<file path="config.mk">
export PLATFORM = sky130hd
export DESIGN_NAME = armed_motion_tamper_detector
export DESIGN_NICKNAME = d
export VERILOG_FILES = /design/src/rtl/core/amtd_pkg.sv /design/src/rtl/core/amtd_lane.sv /design/src/rtl/core/amtd_merge.sv /design/src/rtl/core/armed_motion_tamper_detector.sv
export SDC_FILE = /design/constraint.sdc
export NUM_CORES = 2
export LEC_CHECK = 0
export BUFFER_PORTS_ARGS = -buffer_cell sky130_fd_sc_hd__buf_2
export CAP_MARGIN = 40
export CORE_ASPECT_RATIO = 0.7
export CORE_MARGIN = 5
export CORE_UTILIZATION = 65
export DETAILED_ROUTE_END_ITERATION = 16
export HOLD_SLACK_MARGIN = 0.03
export PLACE_DENSITY_LB_ADDON = 0.25
export SYNTH_ARGS = -nofsm -noshare
export SYNTH_HDL_FRONTEND = slang
export SYNTH_SLANG_ARGS = --single-unit
</file>
<file path="constraint.sdc">
create_clock -name clk -period 9.5 [get_ports clk]
set_clock_uncertainty 0.15 [all_clocks]
set_input_delay 1.425 -clock clk [delete_from_list [all_inputs] [get_ports clk]]
set_output_delay 1.425 -clock clk [all_outputs]
set_load 0.02 [all_outputs]
</file>
<file path="src/rtl/core/amtd_pkg.sv">
// amtd_pkg: shared types, constants and register codes for the tamper detector
// used by every module under rtl/core, no dependencies of its own
package amtd_pkg;

  localparam int AMTD_BLOCK_LEN   = 10;
  localparam int AMTD_SAMPLE_BITS = 16;
  localparam int AMTD_LANES       = 3;

  localparam int THR_W      = 17;
  localparam int HOLD_W     = 16;
  localparam int WARM_W     = 4;
  localparam int WARM_CNT_W = WARM_W + 1;
  localparam int DIFF_W     = 17;

  localparam logic [THR_W-1:0]      THR_RESET  = THR_W'(100);
  localparam logic [HOLD_W-1:0]     HOLD_RESET = HOLD_W'(6000);
  localparam logic [WARM_W-1:0]     WARM_RESET = WARM_W'(3);
  localparam logic [WARM_CNT_W-1:0] WARM_CNT_RESET = WARM_CNT_W'(3);
  localparam logic [DIFF_W-1:0]     DIFF_MAX   = '1;

  localparam int CFG_ADDR_W = 2;
  localparam int CFG_DATA_W = 17;

  typedef enum logic [CFG_ADDR_W-1:0] {
    CFG_MOTION_THRESHOLD = 2'd0,
    CFG_HOLDOFF_BLOCKS   = 2'd1,
    CFG_WARMUP_BLOCKS    = 2'd2
  } cfg_idx_t;

  // result beat layout in out_tdata
  localparam int OUT_ARMED_BIT = 0;
  localparam int OUT_LED_BIT   = 1;
  localparam int OUT_DIFF_LSB  = 2;
  localparam int OUT_ALARM_BIT = OUT_DIFF_LSB + DIFF_W;
  localparam int OUT_TDATA_W   = ((OUT_ALARM_BIT + 1 + 7) / 8) * 8;

  typedef struct packed {
    logic adv1;
    logic adv2;
    logic adv3;
    logic in_done;
    logic s2_done;
  } lane_ctrl_t;

  typedef struct packed {
    logic              armed;
    logic              led_on;
    logic              block_done;
    logic [DIFF_W-1:0] block_difference;
    logic              alarm;
  } amtd_result_t;

endpackage

</file>
<file path="src/rtl/core/amtd_lane.sv">
// amtd_lane: one axis lane - block accumulator, reciprocal divide, abs difference
// depends on amtd_pkg
module amtd_lane import amtd_pkg::*; #(
  parameter int BLOCK_LEN   = AMTD_BLOCK_LEN,
  parameter int SAMPLE_BITS = AMTD_SAMPLE_BITS
) (
  input  logic                          clk,
  input  logic                          rst_n,
  input  lane_ctrl_t                    ctrl,
  input  logic signed [SAMPLE_BITS-1:0] sample,
  output logic        [SAMPLE_BITS-1:0] absdiff
);

  localparam int SUM_W   = SAMPLE_BITS + $clog2(BLOCK_LEN);
  localparam int SHIFT   = SUM_W + $clog2(BLOCK_LEN);
  localparam int RECIP_W = SUM_W + 1;
  localparam int PROD_W  = SUM_W + RECIP_W;
  localparam longint unsigned RECIP_FULL =
    ((64'd1 << SHIFT) + 64'(BLOCK_LEN) - 64'd1) / 64'(BLOCK_LEN);
  localparam logic [RECIP_W-1:0] RECIP = RECIP_W'(RECIP_FULL);

  logic signed [SUM_W-1:0]       sum_r;
  logic signed [SUM_W-1:0]       sum_nxt;
  logic        [SUM_W-1:0]       mag_r;
  logic        [SUM_W-1:0]       mag_nxt;
  logic        [PROD_W-1:0]      prod;
  logic        [SAMPLE_BITS-1:0] quo_r;
  logic        [SAMPLE_BITS-1:0] last_r;
  logic        [SAMPLE_BITS-1:0] diff_r;
  logic        [SAMPLE_BITS-1:0] diff_nxt;

  always_comb begin
    sum_nxt = sum_r + {{(SUM_W-SAMPLE_BITS){sample[SAMPLE_BITS-1]}}, sample};
    mag_nxt = sum_nxt[SUM_W-1] ? (~$unsigned(sum_nxt) + 1'b1) : $unsigned(sum_nxt);
  end

  // floor(|sum| / BLOCK_LEN) as multiply by rounded-up reciprocal
  assign prod = PROD_W'(mag_r) * PROD_W'(RECIP);

  always_comb begin
    diff_nxt = (quo_r > last_r) ? (quo_r - last_r) : (last_r - quo_r);
  end

  always_ff @(posedge clk) begin
    if (!rst_n) begin
      sum_r  <= '0;
      last_r <= '0;
    end else begin
      if (ctrl.adv1) begin
        sum_r <= ctrl.in_done ? '0 : sum_nxt;
      end
      if (ctrl.adv3 && ctrl.s2_done) begin
        last_r <= quo_r;
      end
    end
  end

  always_ff @(posedge clk) begin
    if (ctrl.adv1) begin
      mag_r <= mag_nxt;
    end
    if (ctrl.adv2) begin
      quo_r <= prod[SHIFT +: SAMPLE_BITS];
    end
    if (ctrl.adv3) begin
      diff_r <= diff_nxt;
    end
  end

  assign absdiff = diff_r;

endmodule

</file>
<file path="src/rtl/core/amtd_merge.sv">
// amtd_merge: sums lane differences, runs arming, warm-up and hold-off, holds result beat
// depends on amtd_pkg
module amtd_merge import amtd_pkg::*; #(
  parameter int SAMPLE_BITS = AMTD_SAMPLE_BITS
) (
  input  logic                   clk,
  input  logic                   rst_n,
  input  logic                   load,
  input  logic                   done,
  input  logic                   button,
  input  logic [SAMPLE_BITS-1:0] lane_diff [AMTD_LANES],
  input  logic [THR_W-1:0]       thr,
  input  logic [HOLD_W-1:0]      hold_cfg,
  input  logic [WARM_W-1:0]      warm_cfg,
  input  logic                   out_ready,
  output logic                   out_valid,
  output amtd_result_t           result
);

  localparam int SUMD_W = SAMPLE_BITS + 2;
  localparam int CMP_W  = (SUMD_W > DIFF_W) ? SUMD_W : DIFF_W;

  logic [SUMD_W-1:0]     dsum;
  logic [CMP_W-1:0]      dwide;
  logic [DIFF_W-1:0]     dsat;
  logic                  over;
  logic                  valid_r;
  logic                  valid_nxt;
  logic                  armed_r, armed_nxt;
  logic                  led_r, led_nxt;
  logic [WARM_CNT_W-1:0] warm_r, warm_nxt, warm_b;
  logic [HOLD_W-1:0]     hold_r, hold_nxt, hold_b;
  logic                  alarm_nxt;
  amtd_result_t          res_r;

  always_comb begin
    dsum  = SUMD_W'(lane_diff[0]) + SUMD_W'(lane_diff[1]) + SUMD_W'(lane_diff[2]);
    dwide = done ? CMP_W'(dsum) : '0;
    over  = dwide > CMP_W'(thr);
    dsat  = (dwide > CMP_W'(DIFF_MAX)) ? DIFF_MAX : dwide[DIFF_W-1:0];
  end

  always_comb begin
    armed_nxt = armed_r ^ button;
    led_nxt   = led_r ^ button;
    warm_b    = button ? {1'b0, warm_cfg} : warm_r;
    hold_b    = button ? '0 : hold_r;
    warm_nxt  = warm_b;
    hold_nxt  = hold_b;
    alarm_nxt = 1'b0;
    if (done && armed_nxt) begin
      // sign bit set means warm-up over, counter sits at -1
      if (!warm_b[WARM_CNT_W-1]) begin
        warm_nxt = warm_b - 1'b1;
      end
      if (warm_b[WARM_CNT_W-1] && over) begin
        if (hold_b == '0) begin
          alarm_nxt = 1'b1;
          hold_nxt  = hold_cfg;
        end else begin
          hold_nxt = hold_b - 1'b1;
        end
      end
    end
  end

  always_comb begin
    valid_nxt = valid_r;
    if (load) begin
      valid_nxt = 1'b1;
    end else if (out_ready) begin
      valid_nxt = 1'b0;
    end
  end

  always_ff @(posedge clk) begin
    if (!rst_n) begin
      valid_r <= 1'b0;
      armed_r <= 1'b0;
      led_r   <= 1'b0;
      warm_r  <= WARM_CNT_RESET;
      hold_r  <= '0;
    end else begin
      valid_r <= valid_nxt;
      if (load) begin
        armed_r <= armed_nxt;
        led_r   <= led_nxt;
        warm_r  <= warm_nxt;
        hold_r  <= hold_nxt;
      end
    end
  end

  always_ff @(posedge clk) begin
    if (load) begin
      res_r.armed            <= armed_nxt;
      res_r.led_on           <= led_nxt;
      res_r.block_done       <= done;
      res_r.block_difference <= dsat;
      res_r.alarm            <= alarm_nxt;
    end
  end

  assign out_valid = valid_r;
  assign result    = res_r;

endmodule

</file>
<file path="src/rtl/core/armed_motion_tamper_detector.sv">
// armed_motion_tamper_detector: top level - config registers, beat pipeline control,
// three axis lanes and the merge stage; depends on amtd_pkg, amtd_lane, amtd_merge
//
// Takes one accelerometer beat per clock while the result side keeps up and returns exactly one
// result beat for each, presented once it has passed the accumulate, multiply, difference and merge
// registers. Sustained rate is one beat per cycle unless out_tready stalls the pipeline; the depth
// is set by the per-axis accumulate, reciprocal multiply and difference stages plus the merge stage
// that holds the result. Every BLOCK_LEN beats a result carries tlast with the block difference;
// alarms need the detector armed by a button press and the warm-up count spent. Config writes take
// effect the next cycle and are meant for idle periods only.
module armed_motion_tamper_detector import amtd_pkg::*; #(
  parameter int BLOCK_LEN   = AMTD_BLOCK_LEN,
  parameter int SAMPLE_BITS = AMTD_SAMPLE_BITS,
  localparam int IN_TDATA_W = ((1 + AMTD_LANES * SAMPLE_BITS + 7) / 8) * 8
) (
  input  logic                   clk,
  input  logic                   rst_n,
  // button_pressed, accel_x, accel_y, accel_z; zero pad above
  input  logic [IN_TDATA_W-1:0]  in_tdata,
  input  logic                   in_tvalid,
  output logic                   in_tready,
  // armed, led_on, block_difference, alarm; zero pad above
  output logic [OUT_TDATA_W-1:0] out_tdata,
  // block_done
  output logic                   out_tlast,
  output logic                   out_tvalid,
  input  logic                   out_tready,
  input  logic                   cfg_we,
  input  logic [CFG_ADDR_W-1:0]  cfg_addr,
  input  logic [CFG_DATA_W-1:0]  cfg_wdata
);

  localparam int CNT_W = $clog2(BLOCK_LEN);

  logic [THR_W-1:0]       thr_r;
  logic [HOLD_W-1:0]      hold_cfg_r;
  logic [WARM_W-1:0]      warm_cfg_r;
  logic [CNT_W-1:0]       cnt_r;
  logic                   v1_r, v2_r, v3_r;
  logic                   btn1_r, btn2_r, btn3_r;
  logic                   done1_r, done2_r, done3_r;
  logic                   adv_out;
  logic                   in_done;
  logic                   merge_valid;
  lane_ctrl_t             lctrl;
  logic [SAMPLE_BITS-1:0] lane_diff [AMTD_LANES];
  amtd_result_t           res;

  always_ff @(posedge clk) begin
    if (!rst_n) begin
      thr_r      <= THR_RESET;
      hold_cfg_r <= HOLD_RESET;
      warm_cfg_r <= WARM_RESET;
    end else if (cfg_we) begin
      case (cfg_idx_t'(cfg_addr))
        CFG_MOTION_THRESHOLD: thr_r      <= cfg_wdata[THR_W-1:0];
        CFG_HOLDOFF_BLOCKS:   hold_cfg_r <= cfg_wdata[HOLD_W-1:0];
        CFG_WARMUP_BLOCKS:    warm_cfg_r <= cfg_wdata[WARM_W-1:0];
        default: ;
      endcase
    end
  end

  // each stage moves when the next one is empty or moving
  always_comb begin
    in_done      = (cnt_r == CNT_W'(BLOCK_LEN - 1));
    adv_out      = v3_r && (!merge_valid || out_tready);
    lctrl.adv3   = v2_r && (!v3_r || adv_out);
    lctrl.adv2   = v1_r && (!v2_r || lctrl.adv3);
    in_tready    = !v1_r || lctrl.adv2;
    lctrl.adv1   = in_tvalid && in_tready;
    lctrl.in_done = in_done;
    lctrl.s2_done = done2_r;
  end

  always_ff @(posedge clk) begin
    if (!rst_n) begin
      cnt_r <= '0;
      v1_r  <= 1'b0;
      v2_r  <= 1'b0;
      v3_r  <= 1'b0;
    end else begin
      if (lctrl.adv1) begin
        cnt_r <= in_done ? '0 : cnt_r + 1'b1;
      end
      v1_r <= lctrl.adv1 || (v1_r && !lctrl.adv2);
      v2_r <= lctrl.adv2 || (v2_r && !lctrl.adv3);
      v3_r <= lctrl.adv3 || (v3_r && !adv_out);
    end
  end

  always_ff @(posedge clk) begin
    if (lctrl.adv1) begin
      btn1_r  <= in_tdata[0];
      done1_r <= in_done;
    end
    if (lctrl.adv2) begin
      btn2_r  <= btn1_r;
      done2_r <= done1_r;
    end
    if (lctrl.adv3) begin
      btn3_r  <= btn2_r;
      done3_r <= done2_r;
    end
  end

  for (genvar i = 0; i < AMTD_LANES; i++) begin : g_lane
    amtd_lane #(
      .BLOCK_LEN   (BLOCK_LEN),
      .SAMPLE_BITS (SAMPLE_BITS)
    ) u_lane (
      .clk     (clk),
      .rst_n   (rst_n),
      .ctrl    (lctrl),
      .sample  ($signed(in_tdata[1 + i*SAMPLE_BITS +: SAMPLE_BITS])),
      .absdiff (lane_diff[i])
    );
  end

  amtd_merge #(
    .SAMPLE_BITS (SAMPLE_BITS)
  ) u_merge (
    .clk       (clk),
    .rst_n     (rst_n),
    .load      (adv_out),
    .done      (done3_r),
    .button    (btn3_r),
    .lane_diff (lane_diff),
    .thr       (thr_r),
    .hold_cfg  (hold_cfg_r),
    .warm_cfg  (warm_cfg_r),
    .out_ready (out_tready),
    .out_valid (merge_valid),
    .result    (res)
  );

  always_comb begin
    out_tdata = '0;
    out_tdata[OUT_ARMED_BIT] = res.armed;
    out_tdata[OUT_LED_BIT]   = res.led_on;
    out_tdata[OUT_DIFF_LSB +: DIFF_W] = res.block_difference;
    out_tdata[OUT_ALARM_BIT] = res.alarm;
  end

  assign out_tlast  = res.block_done;
  assign out_tvalid = merge_valid;

endmodule

</file>
### Word-level counts from Yosys, hierarchy flattened

Cells that the tools add are included.

* flip-flop bits (word level): 359

* $add $sub $neg: 17
* multipliers: 3
* order comparisons: 5
* equal/unequal tests: 3
* mux-type cells: 21
* bitwise operators: 5
* reduce and logical (&&, ||, !) cells: 31

Operators by type and width (number)
* $mul 20x20->39 const B: 3
* $mux 16: 7
* $sub 16x16->16: 6
* $add 20x1->20 const B: 3
* $add 20x20->20: 3
* $mux 20: 3
* $not 20->20: 3
* $mux 19: 3
* $gt 16x16->1: 3
* $add 18x16->18: 1
* $gt 18x17->1: 1
* $gt 18x17->1 const B: 1
* $mux 18: 1
* $add 16x16->17: 1
* $logic_not 16->1: 1
* $sub 16x1->16 const B: 1
* $mux 5: 3
* $logic_and 1x1->1: 10
* $reduce_and 2->1: 4
* $logic_not 1->1: 7
* $logic_or 1x1->1: 7
* $sub 5x1->5 const B: 1
* $add 4x1->4 const B: 1
* $eq 4x4->1 const B: 1
* other kinds (7): 10

### Depth between registers and ports, before layout

* depth after elaboration: 10
* depth in mapped cells: 30
* depth with buffers taken out: 29

### By module

A second synthesis with hierarchy kept.

* cells, all modules: 4545
* area, all modules: 44188.6 µm²

Modules (own cells, without submodules)
* amtd_lane at g_lane[2].u_lane: times used 1, cells an instance 1320, area an instance 12813.5 µm²
* amtd_lane at g_lane[0].u_lane: times used 1, cells an instance 1296, area an instance 12609.6 µm²
* amtd_lane at g_lane[1].u_lane: times used 1, cells an instance 1263, area an instance 12548.3 µm²
* amtd_merge: times used 1, cells an instance 457, area an instance 4269.1 µm²
* armed_motion_tamper_detector: times used 1, cells an instance 209, area an instance 1948.1 µm²

### Worst setup path after synthesis

OpenSTA, ideal clock, no wires.

* path type: reg2reg
* from: register g_lane[2].u_lane.mag_r[12]
* to: register g_lane[2].u_lane.quo_r[15] (data pin)
* arrival: 6.126 ns
* slack: 2.964 ns
* stages on the path, launching flop included: 23
* buffers on the path: 0
* clock period less this slack: 6.536 ns
* path through: edfxtp_1 -> ha_1 -> inv_1 -> fa_1 -> inv_1 -> ha_1 -> inv_1 -> fa_1 -> fa_1 -> inv_1 -> fa_1 -> fa_1 -> ha_1 -> a21o_1 -> a2111oi_2 -> and4b_1 -> a2111oi_0 -> a211oi_2 -> o211a_1 -> nor2_1 -> or3_1 -> a21oi_1 -> xnor2_1

* word-level cells in the longest chain between the ends: 1

Ends and longest elaborated chain
* from (decl): RTL line amtd_lane.sv:24 `logic [SUM_W-1:0] mag_r;`
* from (signal assigned): RTL line amtd_lane.sv:60 `mag_r <= mag_nxt;`
* $mul 20x20->39: RTL line amtd_lane.sv:38 `assign prod = PROD_W'(mag_r) * PROD_W'(RECIP);`
* net g_lane[2].u_lane.prod[39]: RTL line amtd_lane.sv:26 `logic [PROD_W-1:0] prod;`
* to (signal assigned): RTL line amtd_lane.sv:63 `quo_r <= prod[SHIFT +: SAMPLE_BITS];`
* to (decl): RTL line amtd_lane.sv:27 `logic [SAMPLE_BITS-1:0] quo_r;`

The timed path passes the listed nets, and every way through them passes these cells.
A chain may end at the register's enable or synchronous reset.

### Worst setup path in the final report

Ends and elaborated chain as after synthesis.

==> flow_metrics.py <==
metrics = {
    "worst_setup_path": {
        "cpMaxStageDelayCell": "a211oi_2",
        "critical_path_class": "reg -> reg",
        "worst_path_most_repeated_cell": "fa_1",
        "r2r_start": "g_lane[2].u_lane.mag_r[12]",
        "worstPathMaxFanout": 5,
        "critPathArrivalTime_ns": 7.78,
        "critPathCaptureType": "flip-flop",
        "cp-start-kind": "flip-flop",
        "r2r_end": "g_lane[2].u_lane.quo_r[15]",
        "cp_slowest_stage_delay_ns": 0.57,
        "r2r_cells": 22,
        "reg2reg_slack_ns": 1.92,
        "worstPathCellList": "ha_1 -> inv_1 -> fa_1 -> inv_1 -> ha_1 -> inv_1 -> fa_1 -> fa_1 -> inv_1 -> fa_1 -> fa_1 -> ha_1 -> a21o_1 -> a2111oi_2 -> and4b_1 -> a2111oi_0 -> a211oi_2 -> o211a_1 -> nor2_1 -> or3_1 -> a21oi_1 -> xnor2_1",
        "crit_required_ns": 9.70,
        "path_buf_inv": 4,
        "path_delay_family": "adder cells",
    },
    "cts": {
        "root_buffer": "clkbuf_16",
        "htree_levels": 2,
        "numCtsBuffers": 40,
        "cts.sinks": 359,
        "cts_tree": "yes",
        "clkTransAtPathRegs_ns": 0.07,
        "clockBufferDepth": 3,
        "post_cts_buffers": 0,
        "postCtsHoldBufs": 0,
        "clock_latency_ns": 0.61,
        "post_cts_resize_count": 0,
    },
    "route": {
        "ant_nets": 0,
        "dr.pass1.iters": 6,
        "wl_per_cell_um": 17.9,
        "routed_wl_um": 101000,
        "dr_total_vias": 31900,
        "drt_iter0_drc": 2534,
        "drcViolationCount": 0,
        "via_per_inst": 5.66,
    },
    "die": {
        "rows": 79,
        "ios": 107,
        "dieHeight_um": 227,
        "dieArea_um2": 72800,
        "start_util_pct": 65.8,
        "core-area_um2": 66600,
        "die_x_um": 320,
    },
    "flow_run": {
        "cap_violations": 0,
    },
    "yosys": {
        "avgSynthCellArea_um2": 9.43,
        "ys_ff_latch": 359,
        "synth_area_um2": 43800,
        "synth_async_sr_flop_share_pct": 0,
        "ys_seq_area_share_pct": 20.6,
        "ys_types": 85,
        "synth_flop_cell": "edfxtp_1",
        "synth.yosys.warnings": 0,
        "syn-instance-count": 4645,
        "synth_edf_count": 183,
    },
    "grt": {
        "grt.busiest_layer": "met1",
        "grtUsageMet2_pct": 40.9,
        "met1_usage_pct": 42.4,
        "groute.usage.overall_pct": 27.8,
        "grtUsageMet3_pct": 6.77,
        "grt_max_degree": 86,
        "grt_pass1_wl_um": 163000,
        "grt_antenna_before_repair": 2,
        "grt_pass1_vias": 31200,
        "grt_overflow": 0,
    },
    "worst_hold_path": {
        "hold_path_end": "btn2_r",
        "hold_class": "reg -> reg",
        "hp-start": "btn1_r",
        "hold-path-cell-count": 0,
    },
    "finish": {
        "synthToLayoutAreaGrowth_pct": 6.31,
        "stdcell_area_um2": 46600,
        "finalNetCount": 6000,
        "drive_above_1_share_pct": 4.77,
        "diodes": 0,
    },
    "sta": {
        "finalMaxSlewViolations": 0,
        "tightest_slew_ns": 0.911,
        "finalHoldViolations": 0,
        "period_minus_slack_ns": 7.58,
        "setup_violations": 0,
        "rsz0062_at_grt": "false",
        "relSlewSlack_pct": 38.7,
        "tns_ns": 0,
        "finalCritPeriodShare_pct": 79.8,
        "clock.fmax_mhz": 132,
    },
    "place": {
        "dp_hpwl_um": 82500,
        "numPortBuffers": 95,
        "gp_congestion": 0.982,
        "placed_cell_area_um2": 45300,
    },
    "status": {
        "outcome": "finished, final reports clean",
    },
}
placed cells by master, fill, tap and decap left out, types with 10 or more instances in the layout:
| master | n |
|---|---|
| a21boi_0 | 96 |
| nor2_1 | 157 |
| and2_1 | 29 |
| nand4_1 | 28 |
| a31oi_1 | 26 |
| nor2b_1 | 84 |
| nand3_1 | 71 |
| nand2_1 | 324 |
| o21bai_1 | 26 |
| a211oi_1 | 25 |
| ha_1 | 787 |
| o21a_1 | 40 |
| xor2_1 | 71 |
| o21ai_0 | 155 |
| clkbuf_16 | 41 |
| nor3_1 | 58 |
| edfxtp_1 | 183 |
| inv_1 | 979 |
| o31ai_1 | 17 |
| nand2b_1 | 31 |
| dfxtp_1 | 176 |
| a22oi_1 | 39 |
| mux2_2 | 13 |
| mux2i_1 | 34 |
| and3_1 | 16 |
| o211ai_1 | 34 |
| buf_4 | 17 |
| or3_1 | 28 |
| a21o_1 | 81 |
| xnor2_1 | 170 |
| buf_2 | 94 |
| a21oi_1 | 167 |
| fa_1 | 428 |
| a2111oi_0 | 10 |
worst max path at each step:
stage                                     from                         end  depth (start not counted)
floorplan           g_lane[2].u_lane.mag_r[12]  g_lane[2].u_lane.quo_r[15]                         22
finish              g_lane[2].u_lane.mag_r[12]  g_lane[2].u_lane.quo_r[15]                         22
global placement    g_lane[2].u_lane.mag_r[12]  g_lane[2].u_lane.quo_r[15]                         22
detailed placement  g_lane[2].u_lane.mag_r[12]  g_lane[2].u_lane.quo_r[15]                         22
global route         g_lane[2].u_lane.mag_r[9]  g_lane[2].u_lane.quo_r[15]                         22
CTS                 g_lane[2].u_lane.mag_r[12]  g_lane[2].u_lane.quo_r[15]                         22
Yosys cell counts (all sizes together) (9+ instances only):
master / count / area [um^2]
buf: 14 / 76.3
mux2i: 34 / 340
nand2: 325 / 1220
dfxtp: 176 / 3520
o211ai: 34 / 255
a211oi: 26 / 200
xor2: 71 / 622
nor2: 158 / 593
o31ai: 17 / 128
mux2: 13 / 146
a22oi: 39 / 293
ha: 787 / 9850
nor3: 58 / 290
edfxtp: 183 / 5500
nand4: 28 / 175
nor2b: 85 / 532
a2111oi: 12 / 118
o21ai: 164 / 825
and3: 16 / 100
a21boi: 100 / 751
inv: 979 / 3670
clkbuf: 88 / 330
a211o: 9 / 78.8
a21o: 81 / 608
o21bai: 26 / 195
a31oi: 26 / 163
o21a: 40 / 300
xnor2: 170 / 1490
or3: 28 / 175
nand3: 71 / 355
nand3b: 9 / 67.6
nand2b: 31 / 194
a21oi: 168 / 845
and2: 30 / 188
fa: 428 / 8570
through the flow:
stage                     instances  setup WS (ns)  utilization (%)  hold slack, ns
after detailed placement       5554           2.01             68.0           0.266
after global routing           5628           1.58             69.9           0.281
after CTS                      5628           1.99             69.9           0.277
final                          5628           1.92             69.9           0.276
after floorplan                4648           2.96                -           0.250
after global placement         5544           2.11             67.7           0.253
kinds of logic (layout without fill, tap and decap cells):
| group | after synthesis | in the layout | share of synthesized area [%] |
|---|---|---|---|
| adder cells (fa/ha/maj) | 1215 | 1215 | 42.0 |
| buffers and inverters | 1084 | 1173 | 9.34 |
| AND/OR/NAND/NOR | 881 | 881 | 9.68 |
| AO/OA/AOI/OAI | 817 | 817 | 12.4 |
| flip-flops | 359 | 359 | 20.6 |
| XOR/XNOR | 241 | 241 | 4.82 |
| multiplexers | 47 | 47 | 1.11 |
| other | 1 | 4 | 0.00856 |
state kept, by name, summed over array words and instances, names as in the netlist, 4 cells and up:
| signal | flops |
|---|---|
| g_lane.u_lane.last_r | 48 |
| warm_cfg_r | 4 |
| cnt_r | 4 |
| g_lane.u_lane.sum_r | 60 |
| hold_cfg_r | 16 |
| g_lane.u_lane.mag_r | 60 |
| thr_r | 17 |
| g_lane.u_lane.quo_r | 48 |
| u_merge.result | 21 |
| u_merge.warm_r | 5 |
| u_merge.hold_r | 16 |
| g_lane.u_lane.absdiff | 48 |
final cells by class:
cell class	count	area, um^2
clock inverters	22	209
fillers	5240	20000
flip-flops and latches	359	9020
clock buffers	52	1110
repair buffers	117	702
well taps	891	1110
multi-input cells	3205	30700
inverters	982	3690
metal layers:
| layer | routed length, um | part of all wire, % |
|---|---|---|
| met5 | 20 | 0.020 |
| met4 | 1630 | 1.6 |
| met3 | 9040 | 9.0 |
| met2 | 42000 | 42 |
| met1 | 48000 | 48 |
Power is not shown: default switching activity piles up to over one toggle a cycle in this logic, so the estimate is an artifact.
